[config.mk]
export PLATFORM = sky130hd
export DESIGN_NAME = tone_channel_envelope_sweep
export DESIGN_NICKNAME = d
export VERILOG_FILES = /design/src/rtl/tces_pkg.sv /design/src/rtl/tces_front.sv /design/src/rtl/tces_back.sv /design/src/rtl/tone_channel_envelope_sweep.sv
export SDC_FILE = /design/constraint.sdc
export NUM_CORES = 2
export LEC_CHECK = 0
export BUFFER_PORTS_ARGS = -buffer_cell sky130_fd_sc_hd__clkbuf_2
export CAP_MARGIN = 10
export CORE_ASPECT_RATIO = 1.1
export CORE_UTILIZATION = 35
export CTS_BUF_LIST = sky130_fd_sc_hd__clkbuf_4 sky130_fd_sc_hd__clkbuf_8 sky130_fd_sc_hd__clkbuf_16
export CTS_CLUSTER_DIAMETER = 100
export DETAILED_ROUTE_END_ITERATION = 16
export GPL_ROUTABILITY_DRIVEN = 0
export PLACE_DENSITY = 0.53
export SLEW_MARGIN = 0
export SYNTH_ARGS = -nofsm -noshare
export SYNTH_HDL_FRONTEND = slang
export SYNTH_HIERARCHICAL = 1
export SYNTH_SLANG_ARGS = --single-unit
[constraint.sdc]
create_clock -name clock -period 19.39 [get_ports clock]
set_clock_uncertainty 0.15 [all_clocks]
set_input_delay 4.8475 -clock clock [delete_from_list [all_inputs] [get_ports clock]]
set_output_delay 4.8475 -clock clock [all_outputs]
set_load 0.03 [all_outputs]
[src/rtl/tces_pkg.sv]
`timescale 1ns / 1ps
// ----------------------------------------------------------------------------
// tces_pkg: shared types and constants of the tone channel controller
// Operation codes, setting addresses, defaults and the queue entry type.
// ----------------------------------------------------------------------------
package tces_pkg;

   localparam int unsigned ChannelsDefault = 4;
   localparam int unsigned QueueDepth      = 2;

   localparam logic [15:0] Unity        = 16'd32768;
   localparam logic [31:0] NoiseFreq    = 32'd36291625;
   localparam logic [15:0] GainReset    = 16'd32768;
   localparam logic [31:0] FreqReset    = 32'd1802240;

   localparam logic [2:0] OpTick  = 3'd0;
   localparam logic [2:0] OpWrite = 3'd1;
   localparam logic [2:0] OpPlay  = 3'd2;
   localparam logic [2:0] OpStop  = 3'd3;
   localparam logic [2:0] OpInit  = 3'd4;

   localparam logic [2:0] AddrWave   = 3'd0;
   localparam logic [2:0] AddrGain   = 3'd1;
   localparam logic [2:0] AddrLength = 3'd2;
   localparam logic [2:0] AddrDecay  = 3'd3;
   localparam logic [2:0] AddrSweep  = 3'd4;
   localparam logic [2:0] AddrEnd    = 3'd5;
   localparam logic [2:0] AddrFreq   = 3'd6;

   localparam logic CsrDefaultGain = 1'b0;
   localparam logic CsrDefaultFreq = 1'b1;

   // Classified command handed from the front to the back.
   typedef struct packed {
      logic [2:0]  op;
      logic [1:0]  channel;
      logic [2:0]  reg_addr;
      logic [31:0] data;
      logic [31:0] now_ms;
   } cmd_type;

   function automatic logic [2:0] wave_default(input logic [1:0] ch);
      logic [2:0] w;
      w = 3'd0;
      if (ch == 2'd2) w = 3'd4;
      if (ch == 2'd3) w = 3'd5;
      return w;
   endfunction

   function automatic logic [15:0] clamp_gain(input logic [15:0] g);
      return (g > Unity) ? Unity : g;
   endfunction

endpackage

[src/rtl/tces_front.sv]
`timescale 1ns / 1ps
// ----------------------------------------------------------------------------
// tces_front: command intake and queue
// Drops commands that produce no items and queues the rest for the back end.
// ----------------------------------------------------------------------------
module tces_front
   import tces_pkg::*;
#(
   parameter int unsigned CHANNELS = ChannelsDefault
) (
   input  logic        clock,
   input  logic        reset,
   input  logic        start,
   output logic        busy,
   input  logic [2:0]  req_op,
   input  logic [1:0]  req_channel,
   input  logic [2:0]  req_reg_addr,
   input  logic [31:0] req_data,
   input  logic [31:0] req_now_ms,
   output logic        q_valid,
   output cmd_type     q_cmd,
   input  logic        q_pop
);

   localparam int unsigned NumCh = (CHANNELS < 4) ? CHANNELS : 4;

   cmd_type    slot_ff [QueueDepth];
   logic       wr_ptr_ff, wr_ptr_in, rd_ptr_ff, rd_ptr_in;
   logic [1:0] count_ff, count_in;
   logic       accept, keep;

   assign busy   = (count_ff == 2'(QueueDepth));
   assign accept = start && !busy;
   // Only commands that yield items enter the queue.
   assign keep = (req_op == OpTick) || (req_op == OpInit) ||
      (((req_op == OpWrite) || (req_op == OpPlay) || (req_op == OpStop)) &&
       ({1'b0, req_channel} < 3'(NumCh)));

   assign q_valid = (count_ff != 2'd0);
   assign q_cmd   = slot_ff[rd_ptr_ff];

   always_comb begin
      wr_ptr_in = wr_ptr_ff;
      rd_ptr_in = rd_ptr_ff;
      count_in  = count_ff;
      if (accept && keep) begin
         wr_ptr_in = ~wr_ptr_ff;
      end
      if (q_pop && q_valid) begin
         rd_ptr_in = ~rd_ptr_ff;
      end
      count_in = count_ff + 2'(accept && keep) - 2'(q_pop && q_valid);
   end

   always_ff @(posedge clock) begin
      if (reset) begin
         wr_ptr_ff <= 1'b0;
         rd_ptr_ff <= 1'b0;
         count_ff  <= 2'd0;
      end else begin
         wr_ptr_ff <= wr_ptr_in;
         rd_ptr_ff <= rd_ptr_in;
         count_ff  <= count_in;
      end
   end

   always_ff @(posedge clock) begin
      if (accept && keep) begin
         slot_ff[wr_ptr_ff] <= '{op: req_op, channel: req_channel, reg_addr: req_reg_addr,
                                data: req_data, now_ms: req_now_ms};
      end
   end

   a_count_max: assert property (@(posedge clock) disable iff (reset)
      count_ff <= 2'(QueueDepth)) else $error("queue overfilled");
   a_pop_valid: assert property (@(posedge clock) disable iff (reset)
      (count_ff == 2'd0) |-> !q_valid) else $error("empty queue shows valid");
   a_full_busy: assert property (@(posedge clock) disable iff (reset)
      (count_ff == 2'(QueueDepth)) |-> busy) else $error("full queue not busy");

endmodule

[src/rtl/tces_back.sv]
`timescale 1ns / 1ps
// ----------------------------------------------------------------------------
// tces_back: channel state and sequencer
// Executes one command, channel by channel, with one shared multiplier.
// ----------------------------------------------------------------------------
module tces_back
   import tces_pkg::*;
#(
   parameter int unsigned CHANNELS = ChannelsDefault
) (
   input  logic        clock,
   input  logic        reset,
   input  logic        csr_we,
   input  logic [0:0]  csr_index,
   input  logic [31:0] csr_wdata,
   input  logic        q_valid,
   input  cmd_type     q_cmd,
   output logic        q_pop,
   output logic        rsp_valid,
   output logic [1:0]  rsp_out_channel,
   output logic [15:0] rsp_gain,
   output logic [31:0] rsp_pitch,
   output logic [2:0]  rsp_waveform,
   output logic        rsp_playing,
   output logic        rsp_stopped_now,
   output logic        rsp_last
);

   localparam int unsigned NumCh = (CHANNELS < 4) ? CHANNELS : 4;
   localparam int unsigned ChW   = (CHANNELS > 1) ? $clog2(CHANNELS) : 1;

   typedef enum logic [4:0] {
      S_IDLE  = 5'b00001,
      S_GAIN  = 5'b00010,
      S_FREQ  = 5'b00100,
      S_APPLY = 5'b01000,
      S_EMIT  = 5'b10000
   } state_type;

   state_type   state_ff, state_in;
   cmd_type     cmd_ff;
   logic [1:0]  idx_ff, idx_in;
   logic [15:0] def_gain_ff;
   logic [31:0] def_freq_ff;

   logic [15:0] cur_gain_ff   [CHANNELS];
   logic [15:0] start_gain_ff [CHANNELS];
   logic [31:0] cur_freq_ff   [CHANNELS];
   logic [31:0] start_freq_ff [CHANNELS];
   logic [31:0] end_freq_ff   [CHANNELS];
   logic [15:0] sweep_ff      [CHANNELS];
   logic [15:0] decay_ff      [CHANNELS];
   logic [31:0] length_ff     [CHANNELS];
   logic [31:0] start_ms_ff   [CHANNELS];
   logic [2:0]  wave_ff       [CHANNELS];
   logic [CHANNELS-1:0] play_ff;

   logic [47:0] prod_ff;
   logic        was_ff;
   logic [ChW-1:0] ci;
   logic [31:0]    mul_a;
   logic [15:0]    mul_b;
   logic           multi;

   assign ci    = ChW'(idx_ff);
   assign multi = (cmd_ff.op == OpTick) || (cmd_ff.op == OpInit);
   assign mul_a = (state_ff == S_GAIN) ? {16'd0, cur_gain_ff[ci]} : cur_freq_ff[ci];
   assign mul_b = (state_ff == S_GAIN) ? decay_ff[ci] : sweep_ff[ci];
   assign q_pop = (state_ff == S_IDLE) && q_valid;

   always_comb begin
      state_in = state_ff;
      idx_in   = idx_ff;
      case (state_ff)
         S_IDLE: begin
            if (q_valid) begin
               state_in = S_GAIN;
               idx_in   = ((q_cmd.op == OpTick) || (q_cmd.op == OpInit)) ? 2'd0 : q_cmd.channel;
            end
         end
         S_GAIN:  state_in = S_FREQ;
         S_FREQ:  state_in = S_APPLY;
         S_APPLY: state_in = S_EMIT;
         S_EMIT: begin
            if (multi && ({1'b0, idx_ff} != 3'(NumCh - 1))) begin
               idx_in   = idx_ff + 2'd1;
               state_in = S_GAIN;
            end else begin
               state_in = S_IDLE;
            end
         end
         default: state_in = S_IDLE;
      endcase
   end

   always_ff @(posedge clock) begin
      if (reset) begin
         state_ff    <= S_IDLE;
         idx_ff      <= 2'd0;
         def_gain_ff <= GainReset;
         def_freq_ff <= FreqReset;
         rsp_valid   <= 1'b0;
         play_ff     <= '0;
         for (int i = 0; i < CHANNELS; i++) begin
            cur_gain_ff[i]   <= '0;
            start_gain_ff[i] <= '0;
            cur_freq_ff[i]   <= '0;
            start_freq_ff[i] <= '0;
            end_freq_ff[i]   <= '0;
            sweep_ff[i]      <= '0;
            decay_ff[i]      <= '0;
            length_ff[i]     <= '0;
            start_ms_ff[i]   <= '0;
            wave_ff[i]       <= wave_default(2'(i));
         end
      end else begin
         state_ff  <= state_in;
         idx_ff    <= idx_in;
         rsp_valid <= 1'b0;
         if (csr_we) begin
            if (csr_index == CsrDefaultGain) def_gain_ff <= csr_wdata[15:0];
            if (csr_index == CsrDefaultFreq) def_freq_ff <= csr_wdata;
         end
         if (state_ff == S_GAIN) begin
            was_ff <= play_ff[ci];
         end
         // The gain product was registered during the gain cycle.
         if (state_ff == S_FREQ) begin
            if ((cmd_ff.op == OpTick) && (decay_ff[ci] != 16'd0) && (decay_ff[ci] < Unity))
               cur_gain_ff[ci] <= prod_ff[30:15];
         end
         if (state_ff == S_APPLY) begin
            case (cmd_ff.op)
               OpTick: begin
                  if ((length_ff[ci] != 32'd0) &&
                      ((cmd_ff.now_ms - start_ms_ff[ci]) >= length_ff[ci]))
                     play_ff[ci] <= 1'b0;
                  if (sweep_ff[ci] != 16'd0) begin
                     cur_freq_ff[ci] <= (prod_ff[47] != 1'b0) ? 32'hFFFF_FFFF : prod_ff[46:15];
                     if ((end_freq_ff[ci] != 32'd0) &&
                         (((sweep_ff[ci] > Unity) &&
                           (((prod_ff[47] != 1'b0) ? 32'hFFFF_FFFF : prod_ff[46:15])
                            >= end_freq_ff[ci])) ||
                          ((sweep_ff[ci] < Unity) &&
                           (((prod_ff[47] != 1'b0) ? 32'hFFFF_FFFF : prod_ff[46:15])
                            <= end_freq_ff[ci]))))
                        play_ff[ci] <= 1'b0;
                  end
               end
               OpInit: begin
                  cur_gain_ff[ci]   <= clamp_gain(def_gain_ff);
                  start_gain_ff[ci] <= clamp_gain(def_gain_ff);
                  cur_freq_ff[ci]   <= (idx_ff == 2'd3) ? NoiseFreq : def_freq_ff;
                  start_freq_ff[ci] <= (idx_ff == 2'd3) ? NoiseFreq : def_freq_ff;
                  wave_ff[ci]       <= wave_default(idx_ff);
               end
               OpWrite: begin
                  case (cmd_ff.reg_addr)
                     AddrWave: if (cmd_ff.data <= 32'd6) wave_ff[ci] <= cmd_ff.data[2:0];
                     AddrGain: begin
                        cur_gain_ff[ci]   <= clamp_gain(cmd_ff.data[15:0]);
                        start_gain_ff[ci] <= clamp_gain(cmd_ff.data[15:0]);
                     end
                     AddrLength: length_ff[ci] <= cmd_ff.data;
                     AddrDecay:  decay_ff[ci]  <= cmd_ff.data[15:0];
                     AddrSweep:  sweep_ff[ci]  <= cmd_ff.data[15:0];
                     AddrEnd:    end_freq_ff[ci] <= cmd_ff.data;
                     AddrFreq: begin
                        cur_freq_ff[ci]   <= cmd_ff.data;
                        start_freq_ff[ci] <= cmd_ff.data;
                     end
                     default: ;
                  endcase
               end
               OpPlay: begin
                  cur_gain_ff[ci] <= start_gain_ff[ci];
                  cur_freq_ff[ci] <= start_freq_ff[ci];
                  start_ms_ff[ci] <= cmd_ff.now_ms;
                  play_ff[ci]     <= 1'b1;
               end
               OpStop: play_ff[ci] <= 1'b0;
               default: ;
            endcase
         end
         if (state_ff == S_EMIT) begin
            rsp_valid <= 1'b1;
         end
      end
   end

   always_ff @(posedge clock) begin
      if (q_pop) cmd_ff <= q_cmd;
      if ((state_ff == S_GAIN) || (state_ff == S_FREQ)) prod_ff <= mul_a * mul_b;
      if (state_ff == S_EMIT) begin
         rsp_out_channel <= idx_ff;
         rsp_gain        <= cur_gain_ff[ci];
         rsp_pitch       <= cur_freq_ff[ci];
         rsp_waveform    <= wave_ff[ci];
         rsp_playing     <= play_ff[ci];
         rsp_stopped_now <= was_ff && !play_ff[ci];
         rsp_last        <= !multi || ({1'b0, idx_ff} == 3'(NumCh - 1));
      end
   end

   a_onehot: assert property (@(posedge clock) disable iff (reset)
      $onehot(state_ff)) else $error("state not one-hot");
   a_rsp_after_emit: assert property (@(posedge clock) disable iff (reset)
      rsp_valid |-> $past(state_ff == S_EMIT)) else $error("stray result");
   a_pop_idle: assert property (@(posedge clock) disable iff (reset)
      q_pop |=> (state_ff == S_GAIN)) else $error("pop without start");

endmodule

[src/rtl/tone_channel_envelope_sweep.sv]
`timescale 1ns / 1ps
// ----------------------------------------------------------------------------
// tone_channel_envelope_sweep: four-channel tone controller
// Channel settings, play/stop/init and a millisecond tick with decay and sweep.
// ----------------------------------------------------------------------------
//   channel   handshake            payload
//   request   start & !busy        req_op, req_channel, req_reg_addr, req_data, req_now_ms
//   result    rsp_valid (1 cycle)  rsp_out_channel, rsp_gain, rsp_pitch, rsp_waveform,
//                                  rsp_playing, rsp_stopped_now, rsp_last
//   config    csr_we               csr_index, csr_wdata
//
// Each reported channel passes through the back-end states gain, freq, apply
// and emit: the shared 32x16 multiplier computes the decayed gain and then the
// swept frequency, the state is updated, and the result is registered. A tick
// or init reports every channel in turn, other commands one; the back end takes
// the next command from the queue in its idle state. A two-entry queue lets the
// front accept while the back works; busy rises only when the queue is full.
// Reset is synchronous and restores all channel state. Results cannot be stalled.
// ----------------------------------------------------------------------------
module tone_channel_envelope_sweep
   import tces_pkg::*;
#(
   parameter int unsigned CHANNELS = ChannelsDefault
) (
   input  logic        clock,
   input  logic        reset,
   input  logic        start,
   output logic        busy,
   input  logic [2:0]  req_op,
   input  logic [1:0]  req_channel,
   input  logic [2:0]  req_reg_addr,
   input  logic [31:0] req_data,
   input  logic [31:0] req_now_ms,
   output logic        rsp_valid,
   output logic [1:0]  rsp_out_channel,
   output logic [15:0] rsp_gain,
   output logic [31:0] rsp_pitch,
   output logic [2:0]  rsp_waveform,
   output logic        rsp_playing,
   output logic        rsp_stopped_now,
   output logic        rsp_last,
   input  logic        csr_we,
   input  logic [0:0]  csr_index,
   input  logic [31:0] csr_wdata
);

   logic    q_valid, q_pop;
   cmd_type q_cmd;

   // The front filters commands that produce no items.
   tces_front #(.CHANNELS(CHANNELS)) u_front (
      .clock, .reset, .start, .busy,
      .req_op, .req_channel, .req_reg_addr, .req_data, .req_now_ms,
      .q_valid, .q_cmd, .q_pop
   );

   // The back holds all channel state and emits one item for each reported channel.
   tces_back #(.CHANNELS(CHANNELS)) u_back (
      .clock, .reset, .csr_we, .csr_index, .csr_wdata,
      .q_valid, .q_cmd, .q_pop,
      .rsp_valid, .rsp_out_channel, .rsp_gain, .rsp_pitch, .rsp_waveform,
      .rsp_playing, .rsp_stopped_now, .rsp_last
   );

endmodule

# == Word-level counts from Yosys, hierarchy flattened ==
# Memory sizes are Yosys's and may differ from the RTL's. A register that Yosys moved wholly into a read port is not among the register bits.
# Cells that the tools add are included.
# classes
n_mux,148
bitwise,17
eq_ne,26
multipliers,1
n_addsub,4
n_reduce_logical,51
order_cmp,11
# ops
operator,count
$mux 32,12
$mux 16,11
$reduce_or 32->1,5
$mux 1,72
$ge 32x32->1,2
$mux 2,32
$reduce_bool 32->1,2
$reduce_or 16->1,4
$gt 16x16->1 const B,3
$mul 32x16->48,1
$le 32x3->1 const B,1
$le 32x32->1,1
$lt 16x16->1 const B,2
$reduce_bool 16->1,2
$sub 32x32->32,1
$mux 3,9
$pmux 5 s5,1
$mux 4,6
$eq 3x2->1 const B,6
$eq 3x3->1 const B,6
$logic_and 1x1->1,13
$logic_not 3->1,4
$pmux 4 s3,1
$eq 3x1->1 const B,3
29 further kinds,58
# totals
n_memories,11
ram_bits,1052
elab_cells,290
regBits,236
inputBits,109
out_inout_bits,58
# memory_table
memory,depth,width,rd,rd_ports_with_merged_regs,write_ports,line,rtl
u_front.slot_ff,2,72,1,1,1,tces_front.sv:27,cmd_type slot_ff [QueueDepth];
u_back.cur_freq_ff,4,32,1,1,4,tces_back.sv:48,logic [31:0] cur_freq_ff [CHANNELS];
u_back.end_freq_ff,4,32,1,1,4,tces_back.sv:50,logic [31:0] end_freq_ff [CHANNELS];
u_back.length_ff,4,32,1,1,4,tces_back.sv:53,logic [31:0] length_ff [CHANNELS];
u_back.start_freq_ff,4,32,1,1,4,tces_back.sv:49,logic [31:0] start_freq_ff [CHANNELS];
u_back.start_ms_ff,4,32,1,1,4,tces_back.sv:54,logic [31:0] start_ms_ff [CHANNELS];
5 more memories,-,-,-,-,-,-,

# == Longest topological paths before layout ==
# depth
depth_word,14
ltp_mapped,33
mapped_depth_nobuf,28

# == Modules after synthesis ==
# The synthesis kept the hierarchy.
# by_module_without_submodules
mod,seq_area_each_um2,area_per_inst_um2,instances,cells_per_inst
tces_back,33311.9,66323.6,1,5593
tces_front,4424.2,5499.0,1,251

# == Worst setup path after synthesis ==
# No wires, ideal clock.
# synth_path
path_type,reg-to-reg
startpoint,register u_front.count_ff[0]
endpoint,register u_front.count_ff[1]
stages_incl_launch_ff,11
n_path_buf,0
arrival_time_ns,8.643
setup_time_ns,0.114
path_slack_ns,10.483
required_ns,19.126
period_less_slack_ns,8.907
cell_sequence,dfxtp_1 > or2_2 > nand3b_1 > nor4_1 > o21a_1 > ha_1 > inv_1 > ha_1 > xor2_1 > and2_2 > nor3_1
# synth_between
word_cells_on_any_way,9
cone_classes,2 x add/sub; 1 x eq/ne; 6 x reduce/logical
# synth_rtl
item,line,rtl
from (decl),tces_front.sv:29,"logic [1:0] count_ff, count_in;"
from (signal assigned),tces_front.sv:63,count_ff <= count_in;
$reduce_bool 2->1,tces_front.sv:39,assign q_valid = (count_ff != 2'd0);
named net q_valid,tone_channel_envelope_sweep.sv:47,"logic q_valid, q_pop;"
$logic_and 1x1->1,tces_back.sv:69,assign q_pop = (state_ff == S_IDLE) && q_valid;
named net q_pop,tone_channel_envelope_sweep.sv:47,
$logic_and 1x1->1,tces_front.sv:52,count_in = count_ff + 2'(accept && keep) - 2'(q_pop && q_valid);
$sub 2x1->2,tces_front.sv:52,
# The timed path passes the listed nets, and every way through them passes these cells.
# A chain may end at the register's enable or synchronous reset.

==> flow_summary.ini <==
[outcome]
status = completed

[worst_hold_path]
hold_depth = 2
holdCritPathClass = reg -> reg
min_from = u_back/def_freq_ff[10]
min_to = u_back/def_freq_ff[10]

[place]
port_buffers = 166
pre_cts_ws_ns = 9.093
dp_hpwl_mm = 147.9
dpl.cell_count = 8568

[clocking]
post_cts_resized = 0
clk_path_buf_depth = 3
clk_latency_ns = 0.79
ctsHtreeMaxLevel = 4
hold_buffers = 0
clkTransAtPathRegs_ns = 0.06
cts_root_buf = clkbuf_16
cts_tree = built
post-cts-setup-buffer-count = 0
numCtsBuffers = 147
cts_sinks = 1279

[synth]
synthTopCellsByArea = edfxtp_1 51%, fa_1 12%, mux4_2 6.8%, nor2_1 4.6%, inv_1 4.0%
yosys-top-cells-count = 1,212 x edfxtp_1, 873 x nor2_1, 763 x inv_1, 690 x nand2_1, 418 x fa_1
ys.flop_type = edfxtp_1
syn_avg_cell_area_um2 = 12.29
synth_area_um2 = 71820
ys_types = 94
yosys_warnings = 6
synth-seq-cells = 1279
yosys.area.top_type_share_pct = 50.67
async_flop_share_pct = 0
synth_edf_count = 1212
synth_most_common_cell = edfxtp_1
ys_seq_area_share_pct = 52.54
synth_cells = 5844
yosys.area.top_type = edfxtp_1
synth_nets = 6589

[sta]
drv_slew = 0
rsz0062_at_grt = no
setup_viol = 0
hold_violations = 0
fin_ws_ns = 9.140
hold_slack_ns = 0.3063
fmax_mhz = 97.56
relSlewSlack_pct = 19.45
fin_tns_setup_ns = 0
tightestPinTransition_ns = 1.208
period_needed_ns = 10.25
fin_crit_sh_pct = 52.86

[finish]
regArea_um2 = 37750
num-fill-cells = 19570
finalNonFillerCells = 8837
layout.nets = 6734
area_growth_pct = 12.26
final_layout_size_suffix_gt1_share_pct = 15.25
multi_input_area_um2 = 30030

[setup_path]
reg2regPathDepth = 25
crit_type = reg -> reg
critPathMaxFanout = 83
crit_required_ns = 19.76
arrival_ns = 10.62
start_kind = register
worstReg2RegEnd = u_back/prod_ff[43]
reg2reg_slack_ns = 9.14
cp-end-kind = register

[drt]
wl_met3_mm = 14.23
routed_wl_mm = 214.5
avgRoutedWirePerCell_um = 24.27
drt-pass1-iter-count = 7
drcViolationCount = 0
dr_wl_met2_mm = 103.4
via_per_inst = 5.182
routed.top_layer = met5
wl_met1_mm = 89.87
vias = 45790
drt-initial-drc-count = 4227
route.antenna.remaining_nets = 0

[floorplan]
coreArea_um2 = 204200
dieArea_um2 = 207000
io_pins = 167
floorplan.initialDensity_pct = 35.17
num_rows = 174
die_height_um = 477.1
die_w_um = 433.9

[run]
cap_violations = 0

[global_route]
grt_use_total_pct = 20.88
grt_pass1_vias = 47550
antenna_found_initial = 15
grt_pass1_wl_mm = 317.3
grt_start_max_net_pins = 84
grt.overflow.total = 0
## cell usage in the layout (no fill, tap or decap), types with 29 or more instances in the layout
cell type  netlist  routed
and3_1          76      76
ha_1           218     218
inv_1          763     762
a22oi_1         37      37
nor2b_1         34      33
and2_1          76      75
a21oi_1        173     171
nand2_1        690     685
o21ai_0         43      43
clkbuf_4         0      43
nor4_1          37      36
nor2_1         873     867
or2_2           37      37
clkbuf_16        0     151
mux4_2         218     218
a21o_1          66      66
buf_4           16     114
mux2i_1         39      38
dfxtp_1         67      64
clkbuf_2         0     165
xnor2_1         44      44
mux2_2          63      63
fa_1           418     418
edfxtp_1      1212    1212
nand4_1         29      29
## critical path, stage by stage (launching register included)
cell      delay [ns]
dfxtp_4         0.83
buf_4           0.83
buf_12          0.67
mux4_2          0.60
and2_1          0.42
a21o_1          0.52
nand2_1         0.17
fa_1            0.57
inv_1           0.06
fa_1            0.50
fa_1            0.57
fa_1            0.45
fa_1            0.51
inv_1           0.06
fa_1            0.48
inv_1           0.04
ha_1            0.38
and4_1          0.24
o211ai_1        0.17
or4_1           0.58
o211ai_2        0.12
o21ai_2         0.20
a21o_1          0.25
o221ai_2        0.21
a21oi_1         0.12
xnor2_1         0.13
## cell families after synthesis
group                      share of synthesized area, %
and+or+nand+nor                                   11.89
DFF                                               52.54
buffers and inverters                             5.918
adders and majority gates                         15.45
AOI/OAI and AO/OA                                 4.582
muxes                                             8.789
xor gates and xnor gates                         0.8292
## state kept, by name, indices dropped and copies added, names as in the netlist, 64 cells and up, named ones only
signal and flops:
u_front/slot_ff 144, u_back/cur_freq_ff 128, u_back/end_freq_ff 128, u_back/length_ff 128, u_back/start_freq_ff 128, u_back/start_ms_ff 128, u_back/cmd_ff 70, u_back/cur_gain_ff 64
u_back/decay_ff 64, u_back/start_gain_ff 64, u_back/sweep_ff 64
## final cells by class
| cell class | instances | share of cell area, % |
|---|---|---|
| inverters | 765 | 3.562 |
| diodes | 5 | 0.01552 |
| repair buffers | 280 | 2.111 |
| clock buffers | 197 | 5.138 |
| multi-input cells | 3516 | 37.25 |
| well taps | 2728 | 4.233 |
| flip-flops and latches | 1279 | 46.82 |
| clock inverters | 67 | 0.8768 |
## stage by stage
step	area, um2	util, %
2_1_floorplan	71820	-
3_3_place_gp	75760	37.10
3_5_place_dp	75760	37.10
4_1_cts	80610	39.48
5_1_grt	80620	39.48
6_report	80630	39.48
## how the worst max path moves through the flow
stage                           to                 from  slack (ns)
4_1_cts         u_back/prod_ff[43]             register        9.04
3_5_place_dp    u_back/prod_ff[43]             register        9.09
5_1_grt         u_back/prod_ff[46]             register        8.44
6_report        u_back/prod_ff[43]             register        9.14
3_3_place_gp    u_back/prod_ff[46]             register        9.16
2_1_floorplan  u_front/count_ff[1]  u_front/count_ff[0]       10.48
## per-layer routing
| metal | GRT usage [%] | vias to the layer above |
|---|---|---|
| li1 | - | 20200 |
| met1 | 27.66 | 23630 |
| met2 | 34.35 | 1578 |
| met3 | 3.990 | 373 |
| met4 | 6.636 | 14 |
| met5 | 0 | - |
Power is not shown: default switching activity piles up to over one toggle a cycle in this logic, so the estimate is an artifact.
